**config.mk**
```make
export PLATFORM = sky130hd
export DESIGN_NAME = gwmu_front
export DESIGN_NICKNAME = d
export VERILOG_FILES = /design/src/gwmu_pkg.sv /design/src/gwmu_front.sv
export SDC_FILE = /design/constraint.sdc
export NUM_CORES = 2
export LEC_CHECK = 0
export BUFFER_PORTS_ARGS = -buffer_cell sky130_fd_sc_hd__buf_2
export CAP_MARGIN = 20
export CORE_MARGIN = 3
export CORE_UTILIZATION = 45
export DETAILED_ROUTE_END_ITERATION = 7
export PLACE_DENSITY = 0.64
export SLEW_MARGIN = 10
export SYNTH_ARGS = -nofsm -noshare
export SYNTH_HDL_FRONTEND = slang
export SYNTH_SLANG_ARGS = --single-unit
```
**constraint.sdc**
```tcl
create_clock -name clk -period 10.3 [get_ports clk]
set_clock_uncertainty 0.2 [all_clocks]
set_input_delay 1.545 -clock clk [delete_from_list [all_inputs] [get_ports clk]]
set_output_delay 1.545 -clock clk [all_outputs]
set_load 0.02 [all_outputs]
```
**src/gwmu_pkg.sv**
```systemverilog
// ============================================================================
// gwmu_pkg: shared types and constants for the weighted moment update core
// Field widths, fixed-point limits and the request/result/snapshot structs.
// ============================================================================
`default_nettype none

package gwmu_pkg;

    // Field and accumulator widths
    localparam int INT_W  = 12;
    localparam int POST_W = 17;
    localparam int W_W    = 37;
    localparam int A_W    = 49;
    localparam int Q_W    = 61;
    localparam int MEAN_W = 20;
    localparam int VAR_W  = 32;
    localparam int MIX_W  = 17;

    // Product widths in the front pipeline
    localparam int PA_W  = POST_W + INT_W;
    localparam int ISQ_W = 2 * INT_W;
    localparam int PQ_W  = POST_W + ISQ_W;

    // Divider and scatter widths in the back end
    localparam int DVD_W     = 2 * A_W;
    localparam int DVS_W     = W_W + 1;
    localparam int C_W       = Q_W + 1;
    localparam int HALF_LO_W = (A_W + 1) / 2;
    localparam int HALF_HI_W = A_W - HALF_LO_W;
    localparam int MP_W      = 2 * HALF_LO_W;

    // Fixed-point scaling
    localparam int MEAN_SHIFT = 8;
    localparam int MIX_SHIFT  = 16;
    localparam int VAR_SHIFT  = 8;

    localparam logic [MEAN_W-1:0] MEAN_MAX = 20'd1048320;
    localparam logic [VAR_W-1:0]  VAR_MAX  = 32'd4292870400;

    localparam int QUEUE_DEPTH_DEF = 2;

    typedef struct packed {
        logic [INT_W-1:0]  intensity;
        logic              in_roi;
        logic [POST_W-1:0] post_bkg;
        logic [POST_W-1:0] post_mye;
        logic              last_voxel;
    } gwmu_in_t;

    typedef struct packed {
        logic [MEAN_W-1:0] mean_bkg;
        logic [MEAN_W-1:0] mean_mye;
        logic [VAR_W-1:0]  shared_variance;
        logic [MIX_W-1:0]  mix_bkg;
        logic [MIX_W-1:0]  mix_mye;
        logic              status;
    } gwmu_out_t;

    typedef struct packed {
        logic [W_W-1:0] w_bkg;
        logic [W_W-1:0] w_mye;
        logic [A_W-1:0] a_bkg;
        logic [A_W-1:0] a_mye;
        logic [Q_W-1:0] q_bkg;
        logic [Q_W-1:0] q_mye;
    } gwmu_acc_t;

    // One finished volume: sums plus the variance mode sampled at its last voxel
    typedef struct packed {
        gwmu_acc_t acc;
        logic      mode;
    } gwmu_sums_t;

endpackage

`default_nettype wire

```
**src/gwmu_front.sv**
```systemverilog
// ============================================================================
// gwmu_front: voxel intake and moment accumulation
// Two multiply stages feed the per-class sums; a last voxel hands a snapshot
// of the sums to the queue and clears them.
// ============================================================================
`default_nettype none

module gwmu_front
    import gwmu_pkg::*;
(
    input  wire logic       clk,
    input  wire logic       rst_n,
    input  wire logic       push,
    output logic            full,
    input  wire gwmu_in_t   voxel,
    input  wire logic       variance_mode,
    input  wire logic       q_full,
    output logic            q_wr_en,
    output gwmu_sums_t      q_wr_data
);

    logic stall;
    logic advance;
    logic accept;

    logic              s1_valid_reg;
    logic              s1_roi_reg;
    logic              s1_last_reg;
    logic [POST_W-1:0] s1_post_bkg_reg;
    logic [POST_W-1:0] s1_post_mye_reg;
    logic [PA_W-1:0]   s1_pa_bkg_reg;
    logic [PA_W-1:0]   s1_pa_mye_reg;
    logic [ISQ_W-1:0]  s1_isq_reg;

    logic              s2_valid_reg;
    logic              s2_roi_reg;
    logic              s2_last_reg;
    logic [POST_W-1:0] s2_post_bkg_reg;
    logic [POST_W-1:0] s2_post_mye_reg;
    logic [PA_W-1:0]   s2_pa_bkg_reg;
    logic [PA_W-1:0]   s2_pa_mye_reg;
    logic [PQ_W-1:0]   s2_pq_bkg_reg;
    logic [PQ_W-1:0]   s2_pq_mye_reg;

    gwmu_acc_t acc_reg;
    gwmu_acc_t acc_next;
    gwmu_acc_t acc_add;
    gwmu_acc_t acc_upd;

    // Hold the whole pipeline while a last voxel waits for queue space
    assign stall   = s2_valid_reg && s2_last_reg && q_full;
    assign advance = !stall;
    assign full    = stall;
    assign accept  = push && advance;

    always_comb
    begin
        acc_add.w_bkg = acc_reg.w_bkg + W_W'(s2_post_bkg_reg);
        acc_add.w_mye = acc_reg.w_mye + W_W'(s2_post_mye_reg);
        acc_add.a_bkg = acc_reg.a_bkg + A_W'(s2_pa_bkg_reg);
        acc_add.a_mye = acc_reg.a_mye + A_W'(s2_pa_mye_reg);
        acc_add.q_bkg = acc_reg.q_bkg + Q_W'(s2_pq_bkg_reg);
        acc_add.q_mye = acc_reg.q_mye + Q_W'(s2_pq_mye_reg);

        acc_upd = s2_roi_reg ? acc_add : acc_reg;

        q_wr_en        = advance && s2_valid_reg && s2_last_reg;
        q_wr_data.acc  = acc_upd;
        q_wr_data.mode = variance_mode;

        acc_next = acc_reg;
        if (advance && s2_valid_reg)
        begin
            acc_next = s2_last_reg ? '0 : acc_upd;
        end
    end

    always_ff @(posedge clk or negedge rst_n)
    begin
        if (!rst_n)
        begin
            s1_valid_reg <= 1'b0;
            s2_valid_reg <= 1'b0;
            acc_reg      <= '0;
        end
        else
        begin
            acc_reg <= acc_next;
            if (advance)
            begin
                s1_valid_reg <= accept;
                s2_valid_reg <= s1_valid_reg;
            end
        end
    end

    always_ff @(posedge clk)
    begin
        if (advance)
        begin
            s1_roi_reg      <= voxel.in_roi;
            s1_last_reg     <= voxel.last_voxel;
            s1_post_bkg_reg <= voxel.post_bkg;
            s1_post_mye_reg <= voxel.post_mye;
            s1_pa_bkg_reg   <= PA_W'(voxel.post_bkg) * PA_W'(voxel.intensity);
            s1_pa_mye_reg   <= PA_W'(voxel.post_mye) * PA_W'(voxel.intensity);
            s1_isq_reg      <= ISQ_W'(voxel.intensity) * ISQ_W'(voxel.intensity);

            s2_roi_reg      <= s1_roi_reg;
            s2_last_reg     <= s1_last_reg;
            s2_post_bkg_reg <= s1_post_bkg_reg;
            s2_post_mye_reg <= s1_post_mye_reg;
            s2_pa_bkg_reg   <= s1_pa_bkg_reg;
            s2_pa_mye_reg   <= s1_pa_mye_reg;
            s2_pq_bkg_reg   <= PQ_W'(s1_post_bkg_reg) * PQ_W'(s1_isq_reg);
            s2_pq_mye_reg   <= PQ_W'(s1_post_mye_reg) * PQ_W'(s1_isq_reg);
        end
    end

endmodule

`default_nettype wire

```
==> flow_summary.yaml <==
drt:
  drt_iter0_markers: 4371
  drc: 0
  vias: 59740
  drt-vias-per-instance: 5.604
  dr.pass1.iters: 6
  ant_nets: 0
  wl_per_cell_um: 21.42
  postRouteWirelength_um: 228300
worst_setup_path:
  worstReg2RegStart: "s1_isq_reg[11]$_DFFE_PN_"
  cp-end-kind: "flip-flop"
  regToRegEndpoint: "s2_pq_mye_reg[40]$_DFFE_PN_"
  path_delay_family: "adder cells"
  path_buf_inv: 6
  critPathRequiredTime_ns: 10.52
  worstRegToRegCells: 24
  startpoint_type: "flip-flop"
  path_max_fanout: 19
  slowest_delay_ns: 0.90
  cp.arrival_ns: 8.18
  crit_chain: "buf_4, nand2_1, fa_1, inv_1, fa_1, inv_1, fa_1, inv_1, fa_1, fa_1, inv_1, fa_1, inv_1, ha_1, a21o_1, a21oi_1, nor2_1, o41ai_1, o2111ai_1, o311a_1, a21boi_0, o21ai_0, a21oi_1, xnor2_1"
  crit_path_frequent_cell: "fa_1"
  path_class: "reg2reg"
  r2r_slack_ns: 2.34
  cp_slowest_cell: "edfxtp_1"
final_layout:
  final_cell_mix: "inv_1 (1274), nand2_1 (1139), fa_1 (1026), ha_1 (598), and2_1 (532)"
  nets: 10070
  stdcell_count: 10660
  syn2layout_area_growth_pct: 8.473
  drive_gt1_frac: 0.08837
  final_common_cell: "inv_1"
  largest_reg_flops: 294
sta:
  drv_slew: 0
  finalHoldViolCount: 0
  setup_tns_ns: 0
  setup-violations-final: 0
  final.min_clock_period_ns: 7.960
  post-route-period-util: 0.7728
  worst_slew_pin_slew_ns: 1.200
  max_clock_freq_mhz: 125.6
  slew_headroom: 0.2002
  rsz0062_at_grt: "no"
  fin_ws_ns: 2.340
clocking:
  clockRootBuffer: "clkbuf_16"
  cts_buffers: 74
  cts_sinks: 589
  htree_levels: 3
  cts_tree: "yes"
  clk_path_buf_depth: 3
  cts_resized: 0
  cts.clk_slew.worst_paths_ns: 0.06
  worstSkewPairLatency_ns: 0.72
  cts_setup_buffers: 0
  hold_buffers: 0
placed_design:
  dp_hpwl_um: 171100
  portBuffers: 347
  dp_cells: 10520
  dp_slack_ns: 2.361
  gp_congestion: 0.9266
logic_synthesis:
  synth_area_sq_um: 76610
  syn_avg_cell_area_sq_um: 9.270
  synth_warnings: 0
  synth-async-reset-ratio: 0.5025
  synth_cells: 8264
  ys.flop_type: "dfrtp_1"
  ys_seq_area_frac: 0.2115
  synth-seq-cells: 589
  synth_edf_count: 293
  yosys.cell_types.count: 92
floorplanning:
  rows: 150
  num_io_pins: 350
  die_y_um: 418.6
  core_area_sq_um: 168200
  die_x_um: 418.6
  start_util: 0.4556
  dieArea_sq_um: 175200
global_route:
  antenna_found_initial: 19
  gr-usage-all-layers: 0.2601
  grt_pass1_vias: 60680
  grt_max_degree: 179
  overflow: 0
  grt_pass1_wl_um: 355000
min_path:
  hold_end: "s2_pa_mye_reg[16]$_DFFE_PN_"
  holdPathStages: 0
  hold_path_class: "reg2reg"
  hp-start: "s1_pa_mye_reg[16]$_DFFE_PN_"
run_status:
  run_status: "completed"
flow_run:
  timing.max_cap.violations: 0
[final cells by class]
class	instances	area (sq um)
Fill cell	15640	85060
Sequential cell	589	16210
Tap cell	2204	2758
Multi-Input combinational cell	6003	54160
Timing Repair Buffer	447	2522
Inverter	1276	4792
Clock buffer	89	1968
Clock inverter	49	680.7
Antenna cell	4	10.01
[worst max path at each step]
| stage | from | to | slack [ns] | depth (start not counted) |
|---|---|---|---|---|
| global route | s1_isq_reg[9]$_DFFE_PN_ | s2_pq_bkg_reg[37]$_DFFE_PN_ | 2.06 | 22 |
| detailed placement | voxel[39] | s1_isq_reg[23]$_DFFE_PN_ | 2.36 | 20 |
| finish | s1_isq_reg[11]$_DFFE_PN_ | s2_pq_mye_reg[40]$_DFFE_PN_ | 2.34 | 24 |
| CTS | s1_isq_reg[9]$_DFFE_PN_ | s2_pq_bkg_reg[37]$_DFFE_PN_ | 2.44 | 22 |
| floorplan | q_full | full | 1.72 | 2 |
| global placement | voxel[39] | s1_pa_mye_reg[28]$_DFFE_PN_ | 2.50 | 21 |
[worst reg2reg max path: stages (launching register included)]
cell	delay, ns
edfxtp_1	0.90
buf_4	0.43
nand2_1	0.14
fa_1	0.58
inv_1	0.05
fa_1	0.48
inv_1	0.06
fa_1	0.50
inv_1	0.05
fa_1	0.44
fa_1	0.51
inv_1	0.05
fa_1	0.47
inv_1	0.04
ha_1	0.33
a21o_1	0.18
a21oi_1	0.13
nor2_1	0.07
o41ai_1	0.69
o2111ai_1	0.22
o311a_1	0.36
a21boi_0	0.33
o21ai_0	0.16
a21oi_1	0.19
xnor2_1	0.08
[per-stage QoR]
stage,hold WS (ns),cell area [sq um],util
after detailed placement,0.2045,80440,0.4784
after CTS,0.1986,83090,0.4941
after floorplan,0.2003,76680,-
after global placement,0.2009,80440,0.4784
after global routing,0.2198,83090,0.4941
final,0.1919,83100,0.4942
[layer usage]
metal,global-route usage,vias to the layer above,share of wire
met1,0.3552,30170,0.43
met3,0.04159,399,0.072
li1,-,27030,-
met4,0.1111,6,0.045
met2,0.4107,2134,0.45
met5,0,-,0.00018
[cell families after synthesis]
logic type / count (synthesis) / share of synthesized area
AND/OR/NAND/NOR: 2483 / 0.1554
buffers and inverters: 1688 / 0.08287
adder cells (fa/ha/maj): 1624 / 0.3658
AO/OA/AOI/OAI: 1307 / 0.1146
flip-flops: 589 / 0.2115
XOR/XNOR: 412 / 0.04710
multiplexers: 159 / 0.02265
other: 2 / 0.00009803
[cell usage after synthesis (42+ instances only)]
| library cell | n | share of area |
|---|---|---|
| a21o_1 | 198 | 0.019 |
| a21oi_1 | 338 | 0.022 |
| a22o_1 | 86 | 0.0098 |
| and2_1 | 532 | 0.043 |
| and3_1 | 100 | 0.0082 |
| clkbuf_1 | 386 | 0.019 |
| dfrtp_1 | 296 | 0.097 |
| edfxtp_1 | 293 | 0.11 |
| fa_1 | 1026 | 0.27 |
| ha_1 | 598 | 0.098 |
| inv_1 | 1274 | 0.062 |
| mux2_2 | 115 | 0.017 |
| mux2i_1 | 44 | 0.0057 |
| nand2_1 | 1141 | 0.056 |
| nand3_1 | 122 | 0.0080 |
| nand4_1 | 60 | 0.0049 |
| nor2_1 | 267 | 0.013 |
| nor2b_1 | 75 | 0.0061 |
| nor3_1 | 57 | 0.0037 |
| o21ai_0 | 265 | 0.017 |
| o21bai_1 | 42 | 0.0041 |
| xnor2_1 | 299 | 0.034 |
| xor2_1 | 113 | 0.013 |
Power is not shown: default switching activity piles up to over one toggle a cycle in this logic, so the estimate is an artifact.
