`src/gwmu_pkg.sv`:
```
// ============================================================================
// gwmu_pkg: shared types and constants for the weighted moment update core
// Field widths, fixed-point limits and the request/result/snapshot structs.
// ============================================================================
`default_nettype none

package gwmu_pkg;

    // Field and accumulator widths
    localparam int INT_W  = 12;
    localparam int POST_W = 17;
    localparam int W_W    = 37;
    localparam int A_W    = 49;
    localparam int Q_W    = 61;
    localparam int MEAN_W = 20;
    localparam int VAR_W  = 32;
    localparam int MIX_W  = 17;

    // Product widths in the front pipeline
    localparam int PA_W  = POST_W + INT_W;
    localparam int ISQ_W = 2 * INT_W;
    localparam int PQ_W  = POST_W + ISQ_W;

    // Divider and scatter widths in the back end
    localparam int DVD_W     = 2 * A_W;
    localparam int DVS_W     = W_W + 1;
    localparam int C_W       = Q_W + 1;
    localparam int HALF_LO_W = (A_W + 1) / 2;
    localparam int HALF_HI_W = A_W - HALF_LO_W;
    localparam int MP_W      = 2 * HALF_LO_W;

    // Fixed-point scaling
    localparam int MEAN_SHIFT = 8;
    localparam int MIX_SHIFT  = 16;
    localparam int VAR_SHIFT  = 8;

    localparam logic [MEAN_W-1:0] MEAN_MAX = 20'd1048320;
    localparam logic [VAR_W-1:0]  VAR_MAX  = 32'd4292870400;

    localparam int QUEUE_DEPTH_DEF = 2;

    typedef struct packed {
        logic [INT_W-1:0]  intensity;
        logic              in_roi;
        logic [POST_W-1:0] post_bkg;
        logic [POST_W-1:0] post_mye;
        logic              last_voxel;
    } gwmu_in_t;

    typedef struct packed {
        logic [MEAN_W-1:0] mean_bkg;
        logic [MEAN_W-1:0] mean_mye;
        logic [VAR_W-1:0]  shared_variance;
        logic [MIX_W-1:0]  mix_bkg;
        logic [MIX_W-1:0]  mix_mye;
        logic              status;
    } gwmu_out_t;

    typedef struct packed {
        logic [W_W-1:0] w_bkg;
        logic [W_W-1:0] w_mye;
        logic [A_W-1:0] a_bkg;
        logic [A_W-1:0] a_mye;
        logic [Q_W-1:0] q_bkg;
        logic [Q_W-1:0] q_mye;
    } gwmu_acc_t;

    // One finished volume: sums plus the variance mode sampled at its last voxel
    typedef struct packed {
        gwmu_acc_t acc;
        logic      mode;
    } gwmu_sums_t;

endpackage

`default_nettype wire

```
`src/gwmu_queue.sv`:
```
// ============================================================================
// gwmu_queue: snapshot queue between intake and result computation
// Small register queue of finished volume sums, head visible without a pop.
// ============================================================================
`default_nettype none

module gwmu_queue
    import gwmu_pkg::*;
#(
    parameter int DEPTH = QUEUE_DEPTH_DEF
)
(
    input  wire logic        clk,
    input  wire logic        rst_n,
    input  wire logic        wr_en,
    input  wire gwmu_sums_t  wr_data,
    input  wire logic        rd_en,
    output gwmu_sums_t       rd_data,
    output logic             full,
    output logic             empty
);

    localparam int PTR_W = (DEPTH > 1) ? $clog2(DEPTH) : 1;
    localparam int CNT_W = $clog2(DEPTH + 1);

    gwmu_sums_t       mem_reg [DEPTH];
    logic [PTR_W-1:0] wr_ptr_reg;
    logic [PTR_W-1:0] rd_ptr_reg;
    logic [CNT_W-1:0] cnt_reg;

    assign full    = (cnt_reg == CNT_W'(DEPTH));
    assign empty   = (cnt_reg == '0);
    assign rd_data = mem_reg[rd_ptr_reg];

    function automatic logic [PTR_W-1:0] ptr_inc(input logic [PTR_W-1:0] p);
        ptr_inc = (p == PTR_W'(DEPTH - 1)) ? '0 : p + PTR_W'(1);
    endfunction

    always_ff @(posedge clk or negedge rst_n)
    begin
        if (!rst_n)
        begin
            wr_ptr_reg <= '0;
            rd_ptr_reg <= '0;
            cnt_reg    <= '0;
        end
        else
        begin
            if (wr_en)
            begin
                wr_ptr_reg <= ptr_inc(wr_ptr_reg);
            end
            if (rd_en)
            begin
                rd_ptr_reg <= ptr_inc(rd_ptr_reg);
            end
            if (wr_en && !rd_en)
            begin
                cnt_reg <= cnt_reg + CNT_W'(1);
            end
            else if (rd_en && !wr_en)
            begin
                cnt_reg <= cnt_reg - CNT_W'(1);
            end
        end
    end

    always_ff @(posedge clk)
    begin
        if (wr_en)
        begin
            mem_reg[wr_ptr_reg] <= wr_data;
        end
    end

endmodule

`default_nettype wire

```
`config.mk`:
```
export PLATFORM = sky130hd
export DESIGN_NAME = gwmu_queue
export DESIGN_NICKNAME = d
export VERILOG_FILES = /design/src/gwmu_pkg.sv /design/src/gwmu_queue.sv
export SDC_FILE = /design/constraint.sdc
export NUM_CORES = 1
export LEC_CHECK = 0
export BUFFER_PORTS_ARGS = -buffer_cell sky130_fd_sc_hd__buf_2
export CAP_MARGIN = 20
export CORE_AREA = 2 2 229 231
export DETAILED_ROUTE_END_ITERATION = 8
export DIE_AREA = 0 0 231 233
export PLACE_DENSITY = 0.68
export SETUP_SLACK_MARGIN = 0.4
export SYNTH_ARGS = -nofsm -noshare
export SYNTH_HDL_FRONTEND = slang
export SYNTH_SLANG_ARGS = --single-unit
```
`constraint.sdc`:
```
create_clock -name clk -period 21.2 [get_ports clk]
set_input_delay 5.3 -clock clk [delete_from_list [all_inputs] [get_ports clk]]
set_output_delay 5.3 -clock clk [all_outputs]
set_load 0.05 [all_outputs]
```
==> results.sh, run 1 <==
export IMPL_cts_tree="done"
export IMPL_syn_to_final_growth_pct=24.9
export IMPL_r2r_setup_slack_ns=17.64
export IMPL_synth_xor_xnor_area_share=0.00195
export IMPL_hp_start="cnt_reg[1]"
export IMPL_grt_max_degree=136
export IMPL_critPathRequiredTime_ns=15.90
export IMPL_synth_top_area_frac=0.789
export IMPL_vias=11071
export IMPL_muxShareOfSynthArea=0.188
export IMPL_clk_pin_slew_ns=0.06
export IMPL_core_rowCount=83
export IMPL_rr_endpoint="mem_reg[1][118]"
export IMPL_power_density_mw_per_mm2=163
export IMPL_ant_nets=0
export IMPL_critPathBufInv=3
export IMPL_syn_area_mm2=0.0225
export IMPL_cts_resized=0
export IMPL_ys_ff_latch=594
export IMPL_crit_chain="buf_4, buf_4, mux2_2, buf_2"
export IMPL_fin_area_mm2=0.0281
export IMPL_die_y_um=233
export IMPL_synth_top_family_by_area="multiplexers"
export IMPL_track_usage=0.175
export IMPL_finalClockSkew_ns=0.0254
export IMPL_final_util=0.549
export IMPL_finalPower_mw=4.59
export IMPL_maxCapViolations=0
export IMPL_wl_per_cell_um=21.5
export IMPL_grt_pass1_wl_um=69500
export IMPL_first_pass_iters=4
export IMPL_globalplace_congestion=0.914
export IMPL_synth_largest_area_cell="edfxtp_1"
export IMPL_drt_vias_per_instance=4.80
export IMPL_hold_path_class="reg -> reg"
export IMPL_yosysSeqAreaShare=0.793
export IMPL_start_util=0.440
export IMPL_yosys_area_share_simple=0.00117
export IMPL_reg2reg_from="wr_ptr_reg"
export IMPL_drc=0
export IMPL_status="finished clean"
export IMPL_fin_setup_tns_ns=0
export IMPL_port_buffer_count=595
export IMPL_tightest_slew_ns=1.15
export IMPL_cp_slowest_cell="dfrtp_4"
export IMPL_cp_startpoint="rd_ptr_reg"
export IMPL_root_buffer="clkbuf_16"
export IMPL_avgSynthCellArea_um2=24.1
export IMPL_final_nets=1866
export IMPL_setup_violations=0
export IMPL_wl_um=49500
export IMPL_antenna_found_initial=24
export IMPL_vdd_drop_max_uv=116
export IMPL_place_area_mm2=0.0261
export IMPL_die_w_um=231
export IMPL_period_minus_slack_ns=9.45
export IMPL_numCtsBuffers=58
export IMPL_crit_top_cell="buf_4"
export IMPL_clock_sinks=594
export IMPL_dp_worst_setup_slack_ns=12.38
export IMPL_start_kind="register"
export IMPL_rsz0062_at_grt="no"
export IMPL_num_io_pins=596
export IMPL_synthCells=934
export IMPL_fmax_mhz=106
export IMPL_syn_num_nets=1234
export IMPL_drive_above_1_share=0.610
export IMPL_postCtsSetupBuffers=0
export IMPL_final_common_cell="buf_2"
export IMPL_synth_compound_area_frac=0
export IMPL_largest_register_ffs=590
export IMPL_hpwl_um=34800
export IMPL_crit_fanout=60
export IMPL_ctsHoldBuffers=0
export IMPL_final_period_utilization=0.446
export IMPL_endpoint_kind="output port"
export IMPL_clock_latency_ns=0.60
export IMPL_slowest_delay_ns=1.10
export IMPL_ctsHtreeMaxLevel=2
export IMPL_synthTopCellsByArea="edfxtp_1 (79%), mux2_4 (16%), mux2_2 (2.8%)"
export IMPL_fin_ws_ns=11.75
export IMPL_coreArea_mm2=0.0511
export IMPL_power_leakage_nw=11.2
export IMPL_arrival_ns=4.15
export IMPL_drt_iter0_drc=652
export IMPL_finalHoldViolCount=0
export IMPL_path_class="reg -> out"
export IMPL_ys_warn_count=0
export IMPL_relSlewSlack=0.230
export IMPL_die_area_mm2=0.0538
export IMPL_grt_overflow_total=0
export IMPL_synthAdderAreaFrac=0.000557
export IMPL_synth_distinct_cells=13
export IMPL_path_depth=4
export IMPL_cts_max_path_buffers=3
export IMPL_reg2regPathDepth=3
export IMPL_finalMaxSlewViolations=0
export IMPL_layout_common_cells="buf_2 (595), edfxtp_1 (590), mux2_4 (240)"
export IMPL_crit_family="buffers and inverters"
export IMPL_crit_end="rd_data[3]"
export IMPL_grt_pass1_vias=11453
[cell families (layout without fill, tap and decap cells)]
| logic type | after synthesis | in the layout |
|---|---|---|
| xor+xnor | 5 | 5 |
| fa+ha+maj | 1 | 1 |
| buf+inv | 34 | 712 |
| flops | 594 | 594 |
| mux | 295 | 295 |
| other cells | 0 | 14 |
| simple gates | 5 | 5 |
[through the flow]
stage / cells / hold slack (ns)
floorplan: 934 / 0.455
detailed placement: 2186 / 0.493
finish: 2306 / 0.496
CTS: 2292 / 0.501
global placement: 2186 / 0.475
global route: 2304 / 0.524
[cells in the mapped netlist]
cell / count
edfxtp_1: 590
mux2_2: 55
dfrtp_1: 4
ha_1: 1
xor2_1: 4
buf_6: 28
inv_1: 1
nor2b_1: 2
and2_1: 1
buf_2: 5
nor2_1: 2
xnor2_1: 1
mux2_4: 240
[cell type report]
| type | count | area, um^2 |
|---|---|---|
| sequential | 594 | 17800 |
| multi-input combinational | 306 | 4320 |
| inverter | 1 | 3.75 |
| clock inverter | 34 | 392 |
| fill | 4003 | 23000 |
| antenna | 14 | 35.0 |
| timing repair buffer | 605 | 3070 |
| tap | 680 | 851 |
| clock buffer | 72 | 1570 |
[how the worst min path moves through the flow]
stage | to | slack (ns) | depth (start not counted)
after floorplan | wr_ptr_reg | 0.46 | 1
after global placement | cnt_reg[1] | 0.47 | 1
after detailed placement | cnt_reg[1] | 0.49 | 1
after CTS | cnt_reg[1] | 0.50 | 1
after global routing | cnt_reg[1] | 0.52 | 1
final | cnt_reg[1] | 0.50 | 1
[routing by layer]
layer / up-vias / share of wire / global-route usage
li1: 5025 / - / -
met1: 5494 / 0.36 / 0.194
met2: 432 / 0.51 / 0.300
met3: 102 / 0.095 / 0.0711
met4: 18 / 0.028 / 0.0675
met5: - / 0.0023 / 0
[power breakdown]
group	switching (mW)	internal [mW]	leakage, nW	total, mW
Combinational	1.31	0.579	4.64	1.89
Sequential	0.0872	1.56	5.58	1.65
Clock	0.416	0.631	0.955	1.05
Total	1.81	2.77	11.2	4.59
Power figures use the tool's default switching activity.
==> inputs of run 2 (changes only) <==
--- a/config.mk
+++ b/config.mk
@@ -5,6 +5,7 @@
 export SDC_FILE = /design/constraint.sdc
 export NUM_CORES = 1
 export LEC_CHECK = 0
+export ABC_AREA = 1
 export BUFFER_PORTS_ARGS = -buffer_cell sky130_fd_sc_hd__buf_2
 export CAP_MARGIN = 20
 export CORE_AREA = 2 2 229 231
==> constraint.sdc (replaced) <==
create_clock -name clk -period 9.5 [get_ports clk]
set_input_delay 2.375 -clock clk [delete_from_list [all_inputs] [get_ports clk]]
set_output_delay 2.375 -clock clk [all_outputs]
set_load 0.05 [all_outputs]
==> run 2 against run 1 <==
Critical path depth stayed put. Final area barely moved. Clock power is 120% higher. Clock skew decreased by 0.016 ns. Setup slack worse by 7.6 ns. Via count increased by 1.3%. First-iteration DRC count down 4.6%. Non-clock buffer count is 2 lower. Power up 120%. Sequential cell count stayed put. Critical path type unchanged. Critical endpoint is now rd_data[60]. Largest power group unchanged.
==> results.sh, run 2 <==
export IMPL_critPathBufInv=3
export IMPL_vias=11210
export IMPL_yosysMostFrequentCell="edfxtp_1"
export IMPL_ys_ff_latch=594
export IMPL_finalHoldViolCount=0
export IMPL_syn_num_nets=1243
export IMPL_power_density_mw_per_mm2=364
export IMPL_crit_chain="buf_16, buf_12, mux2_4, buf_2"
export IMPL_clock_sinks=594
export IMPL_tightest_slew_ns=1.36
export IMPL_fin_setup_tns_ns=0
export IMPL_wl_per_cell_um=21.2
export IMPL_ys_warn_count=0
export IMPL_synth_edff_count=590
export IMPL_final_common_cell="buf_2"
export IMPL_numCtsBuffers=59
export IMPL_synth_compound_area_frac=0
export IMPL_start_kind="register"
export IMPL_core_rowCount=83
export IMPL_ctsHoldBuffers=0
export IMPL_largest_register_ffs=590
export IMPL_synth_top_area_frac=0.788
export IMPL_synth_largest_area_cell="edfxtp_1"
export IMPL_hp_start="cnt_reg[1]"
export IMPL_fmax_mhz=187
export IMPL_start_util=0.440
export IMPL_root_buffer="clkbuf_16"
export IMPL_final_period_utilization=0.562
export IMPL_grt_pass1_vias=11678
export IMPL_grt_overflow_total=0
export IMPL_cts_tree="done"
export IMPL_first_pass_iters=4
export IMPL_die_y_um=233
export IMPL_slowest_delay_ns=0.62
export IMPL_crit_fanout=115
export IMPL_avgSynthCellArea_um2=23.8
export IMPL_async_flop_share=0.00673
export IMPL_port_buffer_count=595
export IMPL_num_io_pins=596
export IMPL_period_minus_slack_ns=5.34
export IMPL_finalMaxSlewViolations=0
export IMPL_syn_to_final_growth_pct=24.9
export IMPL_endpoint_kind="output port"
export IMPL_clk_pin_slew_ns=0.06
export IMPL_synthAdderAreaFrac=0.000556
export IMPL_die_w_um=231
export IMPL_crit_family="buffers and inverters"
export IMPL_synth_xor_xnor_area_share=0.00117
export IMPL_reg2reg_from="wr_ptr_reg"
export IMPL_muxShareOfSynthArea=0.188
export IMPL_synthTopCellsByArea="edfxtp_1 (79%), mux2_4 (16%), mux2_2 (2.8%)"
export IMPL_dp_worst_setup_slack_ns=4.47
export IMPL_grt_pass1_wl_um=70500
export IMPL_critPathRequiredTime_ns=7.13
export IMPL_finalClockSkew_ns=0.00955
export IMPL_drt_iter0_drc=622
export IMPL_synth_distinct_cells=14
export IMPL_cts_resized=0
export IMPL_ctsHtreeMaxLevel=2
export IMPL_cp_startpoint="rd_ptr_reg"
export IMPL_drt_vias_per_instance=4.85
export IMPL_drive_above_1_share=0.606
export IMPL_hold_path_class="reg -> reg"
export IMPL_power_leakage_nw=11.2
export IMPL_coreArea_mm2=0.0511
export IMPL_maxCapViolations=0
export IMPL_rsz0062_at_grt="no"
export IMPL_hpwl_um=33200
export IMPL_antenna_found_initial=23
export IMPL_die_area_mm2=0.0538
export IMPL_cts_max_path_buffers=3
export IMPL_status="finished clean"
export IMPL_yosysSeqAreaShare=0.792
export IMPL_globalplace_congestion=0.791
export IMPL_synthCells=943
export IMPL_relSlewSlack=0.0907
export IMPL_grt_max_degree=173
export IMPL_yosys_area_share_simple=0.00184
export IMPL_fin_ws_ns=4.16
export IMPL_n_fill_cell=4047
export IMPL_drc=0
export IMPL_synth_top_family_by_area="multiplexers"
export IMPL_path_class="reg -> out"
export IMPL_synth_top_flop_cell="edfxtp_1"
export IMPL_layout_common_cells="buf_2 (595), edfxtp_1 (590), mux2_4 (240)"
export IMPL_arrival_ns=2.96
export IMPL_cp_slowest_cell="buf_12"
export IMPL_track_usage=0.175
export IMPL_synth_commonest_cells="edfxtp_1 (590), mux2_4 (240), mux2_2 (55)"
export IMPL_final_nets=1874
export IMPL_clock_latency_ns=0.59
export IMPL_wl_um=49000
export IMPL_syn_area_mm2=0.0225
export IMPL_vdd_drop_max_uv=213
export IMPL_setup_violations=0
export IMPL_postCtsSetupBuffers=0
export IMPL_ant_nets=0
[run 2: cell types whose count changed after synthesis, sizes merged, moves of 2 or more]
cell | before | now
xor2 | 4 | 2
inv | 1 | 7
nor2b | 2 | 0
nand2 | 0 | 5
[run 2: metrics by stage]
stage	std cells	util	cell area, um^2	power, mW	hold WS (ns)
finish	2312	0.550	28100	10.2	0.538
global route	2309	0.549	28100	10.6	0.571
CTS	2299	0.548	28000	10.3	0.538
detailed placement	2192	0.511	26100	8.00	0.519
global placement	2192	0.511	26100	7.96	0.482
floorplan	943	-	22500	7.27	0.463
[run 2: cell families after synthesis]
kind of cell | count (synthesis)
flops | 594
mux | 295
buf+inv | 40
simple gates | 10
xor+xnor | 3
fa+ha+maj | 1
[run 2: area by class of cell]
type | instances | area (um^2) | share of cell area
diodes | 12 | 30.0 | 0.00107
clock buffers | 78 | 1610 | 0.0574
clock inverters | 29 | 313 | 0.0111
inverters | 7 | 33.8 | 0.00120
multi-input cells | 309 | 4310 | 0.154
flip-flops and latches | 594 | 17800 | 0.635
well taps | 680 | 851 | 0.0303
repair buffers | 603 | 3110 | 0.111
[run 2: worst reg2reg max path, cell delays in order, from the launching register on]
cell     delay (ns)
dfrtp_1        0.43
nor2_4         0.80
buf_12         0.52
[run 2: per-layer routing]
metal	part of all wire	routed length, um	vias to the layer above	track usage
met2	0.52	25400	413	0.305
met4	0.032	1550	20	0.0700
met5	0.0025	122	-	0
met1	0.37	18200	5634	0.201
met3	0.077	3770	107	0.0566
li1	-	-	5036	-
[run 2: path summary, 6_finish.rpt]
kind | depth (start not counted) | endpoint | slack [ns]
min in group asynchronous | 1 | rd_ptr_reg | 1.58
max reg2reg | 2 | mem_reg[0][220] | 6.83
max in group asynchronous | 1 | rd_ptr_reg | 7.78
min | 2 | cnt_reg[1] | 0.54
min reg2reg | 2 | cnt_reg[1] | 0.54
max | 4 | rd_data[60] | 4.16
[run 2: report_power, final]
part | internal (mW) | switching, mW | leakage (nW)
Combinational | 1.30 | 3.01 | 4.67
Clock | 1.37 | 0.930 | 0.940
Sequential | 3.48 | 0.125 | 5.58
