File: src/gwmu_pkg.sv
// ============================================================================
// gwmu_pkg: shared types and constants for the weighted moment update core
// Field widths, fixed-point limits and the request/result/snapshot structs.
// ============================================================================
`default_nettype none

package gwmu_pkg;

    // Field and accumulator widths
    localparam int INT_W  = 12;
    localparam int POST_W = 17;
    localparam int W_W    = 37;
    localparam int A_W    = 49;
    localparam int Q_W    = 61;
    localparam int MEAN_W = 20;
    localparam int VAR_W  = 32;
    localparam int MIX_W  = 17;

    // Product widths in the front pipeline
    localparam int PA_W  = POST_W + INT_W;
    localparam int ISQ_W = 2 * INT_W;
    localparam int PQ_W  = POST_W + ISQ_W;

    // Divider and scatter widths in the back end
    localparam int DVD_W     = 2 * A_W;
    localparam int DVS_W     = W_W + 1;
    localparam int C_W       = Q_W + 1;
    localparam int HALF_LO_W = (A_W + 1) / 2;
    localparam int HALF_HI_W = A_W - HALF_LO_W;
    localparam int MP_W      = 2 * HALF_LO_W;

    // Fixed-point scaling
    localparam int MEAN_SHIFT = 8;
    localparam int MIX_SHIFT  = 16;
    localparam int VAR_SHIFT  = 8;

    localparam logic [MEAN_W-1:0] MEAN_MAX = 20'd1048320;
    localparam logic [VAR_W-1:0]  VAR_MAX  = 32'd4292870400;

    localparam int QUEUE_DEPTH_DEF = 2;

    typedef struct packed {
        logic [INT_W-1:0]  intensity;
        logic              in_roi;
        logic [POST_W-1:0] post_bkg;
        logic [POST_W-1:0] post_mye;
        logic              last_voxel;
    } gwmu_in_t;

    typedef struct packed {
        logic [MEAN_W-1:0] mean_bkg;
        logic [MEAN_W-1:0] mean_mye;
        logic [VAR_W-1:0]  shared_variance;
        logic [MIX_W-1:0]  mix_bkg;
        logic [MIX_W-1:0]  mix_mye;
        logic              status;
    } gwmu_out_t;

    typedef struct packed {
        logic [W_W-1:0] w_bkg;
        logic [W_W-1:0] w_mye;
        logic [A_W-1:0] a_bkg;
        logic [A_W-1:0] a_mye;
        logic [Q_W-1:0] q_bkg;
        logic [Q_W-1:0] q_mye;
    } gwmu_acc_t;

    // One finished volume: sums plus the variance mode sampled at its last voxel
    typedef struct packed {
        gwmu_acc_t acc;
        logic      mode;
    } gwmu_sums_t;

endpackage

`default_nettype wire

File: src/gwmu_div.sv
// ============================================================================
// gwmu_div: shared restoring divider
// One quotient bit per cycle over the full dividend width; done pulses once.
// ============================================================================
`default_nettype none

module gwmu_div
    import gwmu_pkg::*;
(
    input  wire logic             clk,
    input  wire logic             rst_n,
    input  wire logic             start,
    input  wire logic [DVD_W-1:0] dividend,
    input  wire logic [DVS_W-1:0] divisor,
    output logic                  done,
    output logic [DVD_W-1:0]      quotient
);

    localparam int CNT_W = $clog2(DVD_W);

    logic             busy_reg;
    logic             done_reg;
    logic [CNT_W-1:0] cnt_reg;
    logic [DVS_W-1:0] rem_reg;
    logic [DVS_W-1:0] dvs_reg;
    logic [DVD_W-1:0] quo_reg;

    logic [DVS_W:0]   trial;
    logic [DVS_W:0]   diff;
    logic             ge;
    logic [DVS_W-1:0] rem_next;

    assign trial    = {rem_reg, quo_reg[DVD_W-1]};
    assign diff     = trial - {1'b0, dvs_reg};
    assign ge       = (trial >= {1'b0, dvs_reg});
    assign rem_next = ge ? diff[DVS_W-1:0] : trial[DVS_W-1:0];

    assign done     = done_reg;
    assign quotient = quo_reg;

    always_ff @(posedge clk or negedge rst_n)
    begin
        if (!rst_n)
        begin
            busy_reg <= 1'b0;
            done_reg <= 1'b0;
            cnt_reg  <= '0;
        end
        else
        begin
            done_reg <= 1'b0;
            if (start)
            begin
                busy_reg <= 1'b1;
                cnt_reg  <= '0;
            end
            else if (busy_reg)
            begin
                cnt_reg <= cnt_reg + CNT_W'(1);
                if (cnt_reg == CNT_W'(DVD_W - 1))
                begin
                    busy_reg <= 1'b0;
                    done_reg <= 1'b1;
                end
            end
        end
    end

    always_ff @(posedge clk)
    begin
        if (start)
        begin
            rem_reg <= '0;
            dvs_reg <= divisor;
            quo_reg <= dividend;
        end
        else if (busy_reg)
        begin
            rem_reg <= rem_next;
            quo_reg <= {quo_reg[DVD_W-2:0], ge};
        end
    end

endmodule

`default_nettype wire

File: src/gwmu_back.sv
// ============================================================================
// gwmu_back: result sequencer
// Walks one volume snapshot through means, mixing weights, scatter and
// variance on a shared divider and multiplier, then loads the result register.
// ============================================================================
`default_nettype none

module gwmu_back
    import gwmu_pkg::*;
(
    input  wire logic       clk,
    input  wire logic       rst_n,
    input  wire logic       q_empty,
    input  wire gwmu_sums_t q_head,
    output logic            q_pop,
    input  wire logic       pop,
    output logic            empty,
    output gwmu_out_t       result
);

    typedef enum logic [4:0] {
        ST_IDLE = 5'b00001,
        ST_LOAD = 5'b00010,
        ST_MUL  = 5'b00100,
        ST_DIV  = 5'b01000,
        ST_EMIT = 5'b10000
    } state_t;

    typedef enum logic [2:0] {
        JOB_MEAN_BKG,
        JOB_MEAN_MYE,
        JOB_MIX_BKG,
        JOB_MIX_MYE,
        JOB_SCAT_BKG,
        JOB_SCAT_MYE,
        JOB_VAR
    } job_t;

    state_t           state_reg, state_next;
    job_t             job_reg, job_next;
    logic [1:0]       mcnt_reg, mcnt_next;
    logic [DVD_W-1:0] pp_reg, pp_next;
    logic [DVD_W-1:0] prod_reg, prod_next;
    logic [C_W-1:0]   csum_reg, csum_next;
    gwmu_out_t        work_reg, work_next;
    gwmu_out_t        res_reg, res_next;
    logic             res_valid_reg, res_valid_next;

    logic                 out_free;
    logic                 zero_w;
    logic [DVS_W-1:0]     btot;
    logic                 is_scat;
    logic [A_W-1:0]       a_sel;
    logic [Q_W-1:0]       q_sel;
    logic [HALF_LO_W-1:0] a_lo;
    logic [HALF_LO_W-1:0] a_hi;
    logic [HALF_LO_W-1:0] mul_x;
    logic [HALF_LO_W-1:0] mul_y;
    logic [MP_W-1:0]      mul_p;
    logic [DVD_W-1:0]     mul_ext;

    logic             div_start;
    logic [DVD_W-1:0] div_dvd;
    logic [DVS_W-1:0] div_dvs;
    logic             div_done;
    logic [DVD_W-1:0] div_quo;

    logic                scat_over;
    logic [Q_W-1:0]      scat_c;

    gwmu_div u_div (
        .clk      (clk),
        .rst_n    (rst_n),
        .start    (div_start),
        .dividend (div_dvd),
        .divisor  (div_dvs),
        .done     (div_done),
        .quotient (div_quo)
    );

    assign empty    = !res_valid_reg;
    assign result   = res_reg;
    assign out_free = !res_valid_reg || pop;
    assign zero_w   = (q_head.acc.w_bkg == '0) || (q_head.acc.w_mye == '0);
    assign btot     = DVS_W'(q_head.acc.w_bkg) + DVS_W'(q_head.acc.w_mye);
    assign is_scat  = (job_reg == JOB_SCAT_BKG) || (job_reg == JOB_SCAT_MYE);

    // Square of the intensity sum from three half-width partial products
    assign a_sel   = (job_reg == JOB_SCAT_MYE) ? q_head.acc.a_mye : q_head.acc.a_bkg;
    assign q_sel   = (job_reg == JOB_SCAT_MYE) ? q_head.acc.q_mye : q_head.acc.q_bkg;
    assign a_lo    = a_sel[HALF_LO_W-1:0];
    assign a_hi    = HALF_LO_W'(a_sel[A_W-1:HALF_LO_W]);
    assign mul_x   = (mcnt_reg == 2'd0) ? a_lo : a_hi;
    assign mul_y   = (mcnt_reg == 2'd2) ? a_hi : a_lo;
    assign mul_p   = MP_W'(mul_x) * MP_W'(mul_y);
    assign mul_ext = DVD_W'(mul_p);

    // Scatter of one class: clamp at zero when the square term exceeds Q
    assign scat_over = (|div_quo[DVD_W-1:Q_W]) || (div_quo[Q_W-1:0] > q_sel);
    assign scat_c    = scat_over ? '0 : q_sel - div_quo[Q_W-1:0];

    always_comb
    begin
        unique case (job_reg)
            JOB_MEAN_BKG: div_dvd = DVD_W'(q_head.acc.a_bkg) << MEAN_SHIFT;
            JOB_MEAN_MYE: div_dvd = DVD_W'(q_head.acc.a_mye) << MEAN_SHIFT;
            JOB_MIX_BKG:  div_dvd = DVD_W'(q_head.acc.w_bkg) << MIX_SHIFT;
            JOB_MIX_MYE:  div_dvd = DVD_W'(q_head.acc.w_mye) << MIX_SHIFT;
            JOB_VAR:      div_dvd = DVD_W'(csum_reg) << VAR_SHIFT;
            default:      div_dvd = prod_reg + pp_reg;
        endcase

        unique case (job_reg)
            JOB_MEAN_BKG, JOB_SCAT_BKG: div_dvs = DVS_W'(q_head.acc.w_bkg);
            JOB_MEAN_MYE, JOB_SCAT_MYE: div_dvs = DVS_W'(q_head.acc.w_mye);
            JOB_VAR: div_dvs = q_head.mode ? DVS_W'(q_head.acc.w_mye) : btot;
            default: div_dvs = btot;
        endcase

        unique case (mcnt_reg)
            2'd0:    pp_next = mul_ext;
            2'd1:    pp_next = mul_ext << (HALF_LO_W + 1);
            default: pp_next = mul_ext << (2 * HALF_LO_W);
        endcase
    end

    always_comb
    begin
        state_next     = state_reg;
        job_next       = job_reg;
        mcnt_next      = mcnt_reg;
        prod_next      = prod_reg;
        csum_next      = csum_reg;
        work_next      = work_reg;
        res_next       = res_reg;
        res_valid_next = res_valid_reg && !pop;
        div_start      = 1'b0;
        q_pop          = 1'b0;

        unique case (state_reg)
            ST_IDLE:
            begin
                if (!q_empty)
                begin
                    if (zero_w)
                    begin
                        // A class with no weight: flag it, all values zero
                        if (out_free)
                        begin
                            res_next        = '0;
                            res_next.status = 1'b1;
                            res_valid_next  = 1'b1;
                            q_pop           = 1'b1;
                        end
                    end
                    else
                    begin
                        job_next   = JOB_MEAN_BKG;
                        csum_next  = '0;
                        work_next  = '0;
                        state_next = ST_LOAD;
                    end
                end
            end

            ST_LOAD:
            begin
                if (is_scat)
                begin
                    mcnt_next  = 2'd0;
                    prod_next  = '0;
                    state_next = ST_MUL;
                end
                else
                begin
                    div_start  = 1'b1;
                    state_next = ST_DIV;
                end
            end

            ST_MUL:
            begin
                mcnt_next = mcnt_reg + 2'd1;
                if (mcnt_reg != 2'd0)
                begin
                    prod_next = prod_reg + pp_reg;
                end
                if (mcnt_reg == 2'd3)
                begin
                    div_start  = 1'b1;
                    state_next = ST_DIV;
                end
            end

            ST_DIV:
            begin
                if (div_done)
                begin
                    state_next = ST_LOAD;
                    unique case (job_reg)
                        JOB_MEAN_BKG:
                        begin
                            work_next.mean_bkg = (div_quo > DVD_W'(MEAN_MAX)) ?
                                                 MEAN_MAX : div_quo[MEAN_W-1:0];
                            job_next = JOB_MEAN_MYE;
                        end
                        JOB_MEAN_MYE:
                        begin
                            work_next.mean_mye = (div_quo > DVD_W'(MEAN_MAX)) ?
                                                 MEAN_MAX : div_quo[MEAN_W-1:0];
                            job_next = JOB_MIX_BKG;
                        end
                        JOB_MIX_BKG:
                        begin
                            work_next.mix_bkg = div_quo[MIX_W-1:0];
                            job_next = JOB_MIX_MYE;
                        end
                        JOB_MIX_MYE:
                        begin
                            work_next.mix_mye = div_quo[MIX_W-1:0];
                            // Myelin-only mode skips the background scatter
                            job_next = q_head.mode ? JOB_SCAT_MYE : JOB_SCAT_BKG;
                        end
                        JOB_SCAT_BKG:
                        begin
                            csum_next = csum_reg + C_W'(scat_c);
                            job_next  = JOB_SCAT_MYE;
                        end
                        JOB_SCAT_MYE:
                        begin
                            csum_next = csum_reg + C_W'(scat_c);
                            job_next  = JOB_VAR;
                        end
                        JOB_VAR:
                        begin
                            work_next.shared_variance = (div_quo > DVD_W'(VAR_MAX)) ?
                                                        VAR_MAX : div_quo[VAR_W-1:0];
                            state_next = ST_EMIT;
                        end
                        default:
                        begin
                            state_next = ST_IDLE;
                        end
                    endcase
                end
            end

            ST_EMIT:
            begin
                if (out_free)
                begin
                    res_next       = work_reg;
                    res_valid_next = 1'b1;
                    q_pop          = 1'b1;
                    state_next     = ST_IDLE;
                end
            end

            default:
            begin
                state_next = ST_IDLE;
            end
        endcase
    end

    always_ff @(posedge clk or negedge rst_n)
    begin
        if (!rst_n)
        begin
            state_reg     <= ST_IDLE;
            job_reg       <= JOB_MEAN_BKG;
            mcnt_reg      <= 2'd0;
            res_valid_reg <= 1'b0;
        end
        else
        begin
            state_reg     <= state_next;
            job_reg       <= job_next;
            mcnt_reg      <= mcnt_next;
            res_valid_reg <= res_valid_next;
        end
    end

    always_ff @(posedge clk)
    begin
        pp_reg   <= pp_next;
        prod_reg <= prod_next;
        csum_reg <= csum_next;
        work_reg <= work_next;
        res_reg  <= res_next;
    end

endmodule

`default_nettype wire

File: config.mk
export PLATFORM = sky130hd
export DESIGN_NAME = gwmu_back
export DESIGN_NICKNAME = d
export VERILOG_FILES = /design/src/gwmu_pkg.sv /design/src/gwmu_div.sv /design/src/gwmu_back.sv
export SDC_FILE = /design/constraint.sdc
export NUM_CORES = 2
export LEC_CHECK = 0
export BUFFER_PORTS_ARGS = -buffer_cell sky130_fd_sc_hd__buf_2
export CORE_ASPECT_RATIO = 0.9
export CORE_MARGIN = 4
export CORE_UTILIZATION = 53
export DETAILED_ROUTE_END_ITERATION = 10
export HOLD_SLACK_MARGIN = 0.08
export PLACE_DENSITY = 0.8
export REMOVE_ABC_BUFFERS = 1
export SETUP_SLACK_MARGIN = 0.5
export SYNTH_ARGS = -nofsm -noshare
export SYNTH_HDL_FRONTEND = slang
export SYNTH_SLANG_ARGS = --single-unit
File: constraint.sdc
create_clock -name clk -period 9.3 [get_ports clk]
set_input_delay 1.86 -clock clk [delete_from_list [all_inputs] [get_ports clk]]
set_output_delay 1.86 -clock clk [all_outputs]
set_load 0.02 [all_outputs]
==> parameters.txt <==
Parameter                              Value

Placed design
  Weighted congestion reported at the end of routability-driven placement    about 1.0
  Instance count after placement with tap cells included    9394
  Number of buffers inserted by port buffering    407
  HPWL after DPL    between 200 and 250 mm
  Cell area after placement    73000 µm²

Cells and area
  Layout cells sized above 1    0.183
  Post-layout nets    between 9000 and 10000
  Cell area after layout    just under 80000 µm²
  Layout Area Growth over Synthesis    16.9%
  Most frequent standard cell in the layout excluding fill and tap cells    inv_1
  Commonest cells after routing, fill and taps aside    812 x inv_1, 704 x nor2_1, 646 x nand2_1
  Flip-flop count of the largest register after layout    about 110
  Number of non-filler instances in the completed layout    9592

Timing
  Headroom to the max-slew limit    -0.00119
  Final total negative setup slack    0 ns
  Final period utilization    0.948
  Final worst path period need    roughly 8.8 ns
  FMAX    between 100 and 150 MHz
  Worst-case hold slack    roughly 0.5 ns
  Number of setup violations in the final report    0
  Number of slew-limit violations in the final report    1
  Worst-margin pin slew    1.49 ns
  RSZ-0062 raised after global routing    yes
  Final Hold Violating Endpoints    0
  Setup clock skew after layout    ~0.092 ns

Global route
  Routing usage on met3    0.110
  Global routing usage summed across all routing layers    0.378
  Leftover overflow at the end of global routing    0
  Busiest layer in global routing    met2
  Antenna violations before repair    20
  Met2 usage    0.582
  Pin count of the biggest net entering global routing    119
  First-pass GRT wire length    369 mm
  Met1 Usage GRT    0.494
  Via count of the first global-routing pass    around 57000

Status
  Failing checks    capacitance limit, slew limit
  Run status    finished, violations left

Synth
  Fraction of registers with async set or reset after synthesis    0.0301
  Synth top area share    0.232
  Cells after synthesis    slightly above 7000
  EDFF count, synth    slightly above 500
  Total number of yosys warnings    0
  Cell type with the largest total area after synthesis    edfxtp_1
  Post-synthesis simple-gate area fraction    0.152
  Main synth FF type    edfxtp_1
  Post-Synthesis Mean Instance Area    9.10 µm²
  Largest cells by area after synthesis    edfxtp_1 23%, fa_1 16%, ha_1 9.2%, inv_1 4.7%, nor2_1 4.2%
  Largest family of logic cells by synthesized area    adder cells
  Synth Area in Compound Gates    0.155
  Distinct cell type count of the synthesized netlist    96
  Adder-cell area share of the yosys netlist    0.253
  Area of the mapped netlist    66000 µm²
  Number of synthesized register bits    between 600 and 700
  Xor and xnor area share after synthesis    0.0419
  Portion of the post-synthesis area used by sequential elements    0.281
  Mux cell area share after synthesis    0.0490

Routing
  Initial drt markers    about 6600
  Aggregate routed wire length    254 mm
  Via count    58800
  Routed WL per cell    26.5 µm
  DRC    0
  Via-per-instance ratio    ~6.1
  Pre-Repair DR Iteration Count    8
  Number of nets still failing antenna checks after routing    0

Worst setup path
  Kind of launch point of the worst setup path    register
  Most frequent CP cell    fa_1
  Kind of critical path    register to register
  Crit. End Element    register
  Buffers & Inverters on Critical Path    11
  Arrival time at the worst endpoint    ~9.4 ns
  Logic depth of the worst register-to-register path    35
  Cell type of the slowest stage on the worst timing path    fa_2
  CP peak stage delay    0.60 ns
  Biggest fanout along the worst timing path    8
  Number of cells on the critical path    35
  Crit-path leading delay family    adder cells
  Required time at the worst-slack endpoint    about 9.9 ns

Die
  Core box area    approximately 120000 µm²
  FP Rows    122
  Die footprint    ~130000 µm²
  IO Count    408
  Die width    380 µm
  Starting utilization of the core area    0.535
  Die height    about 340 µm

Worst hold path
  Class of the worst hold path    register to register
  Number of cells on the worst hold path    2

CTS
  Clock-pin transition on the worst setup and hold timing paths    0.07 ns
  Clock tree from TritonCTS    yes
  Number of sinks driven by the clock tree    about 670
  CTS max path bufs    3
  Worst skew pair latency    ~0.75 ns
  Total clock buffers created by CTS    75
  H-tree levels    3
  Hold bufs inserted after CTS    0
  Cell chosen for the clock root    clkbuf_16

Job
  Maximum capacitance violations    1
## what timing repair did
item                                    CTS  global route
cloned                                    1             3
gates resized for setup                  46           209
buffers inserted                          1            48
pin swaps                                10            69
endpoints found under the setup margin   44            59
## cells in the mapped netlist (19+ instances only)
| cell | number |
|---|---|
| a211oi_1 | 38 |
| a21o_1 | 203 |
| a21oi_1 | 467 |
| a22o_1 | 61 |
| a22oi_1 | 39 |
| a31oi_1 | 49 |
| and2_1 | 230 |
| and3_1 | 49 |
| buf_1 | 19 |
| clkbuf_1 | 341 |
| dfrtp_1 | 19 |
| dfxtp_1 | 136 |
| edfxtp_1 | 509 |
| fa_1 | 531 |
| ha_1 | 485 |
| inv_1 | 830 |
| mux2_2 | 114 |
| mux2i_1 | 132 |
| mux4_2 | 28 |
| nand2_1 | 658 |
| nand2b_1 | 47 |
| nand3_1 | 93 |
| nand4_1 | 93 |
| nor2_1 | 736 |
| nor2b_1 | 44 |
| nor3_1 | 78 |
| nor4_1 | 57 |
| o211ai_1 | 57 |
| o21a_1 | 37 |
| o21ai_0 | 361 |
| o21bai_1 | 77 |
| o31ai_1 | 29 |
| or2_2 | 23 |
| xnor2_1 | 194 |
| xor2_1 | 122 |
## area by class of cell
| type | instances | area [µm²] |
|---|---|---|
| Antenna cell | 8 | 20.0 |
| Clock buffer | 93 | 2070 |
| Clock inverter | 44 | 465 |
| Fill cell | 10400 | 46200 |
| Inverter | 830 | 3120 |
| Multi-Input combinational cell | 5379 | 44000 |
| Sequential cell | 665 | 18500 |
| Tap cell | 1612 | 2020 |
| Timing Repair Buffer | 961 | 6930 |
## worst register-to-register path, delay by kind of cell, from the launching register on
family | cells | cell delay (ns)
mux | 2 | 0.45
fa+ha+maj | 8 | 3.85
flops | 1 | 0.42
compound gates | 9 | 2.02
simple gates | 5 | 0.77
buf+inv | 11 | 1.17
## path summary, 6_finish.rpt
kind	from	to	slack [ns]
max	job_reg[2]	pp_reg[36]	0.48
min	u_div.rem_reg[30]	u_div.rem_reg[30]	0.50
max reg2reg	job_reg[2]	pp_reg[36]	0.48
min reg2reg	u_div.rem_reg[30]	u_div.rem_reg[30]	0.50
max in group asynchronous	rst_n	u_div.busy_reg	7.57
min in group asynchronous	rst_n	u_div.cnt_reg[5]	1.20
## cells by family after synthesis
family	after synthesis
buffers and inverters	1206
AO/OA/AOI/OAI	1599
AND/OR/NAND/NOR	2174
multiplexers	274
flip-flops	665
XOR/XNOR	316
adder cells (fa/ha/maj)	1016
## layer usage
metal | routed length [µm] | vias to the layer above
li1 | - | 26200
met1 | 99500 | 28700
met2 | 111000 | 3307
met3 | 28600 | 597
met4 | 14700 | 10
met5 | 69 | -
## stage by stage
stage	util	setup slack (ns)
after floorplan	-	-4.72
after global placement	0.592	-0.442
after detailed placement	0.592	-0.532
after CTS	0.614	0.501
after global routing	0.625	0.282
final	0.626	0.485
Power is left out: the tool's default activity adds up to more than one toggle a clock period on the data nets, which glitch-free logic cannot reach.
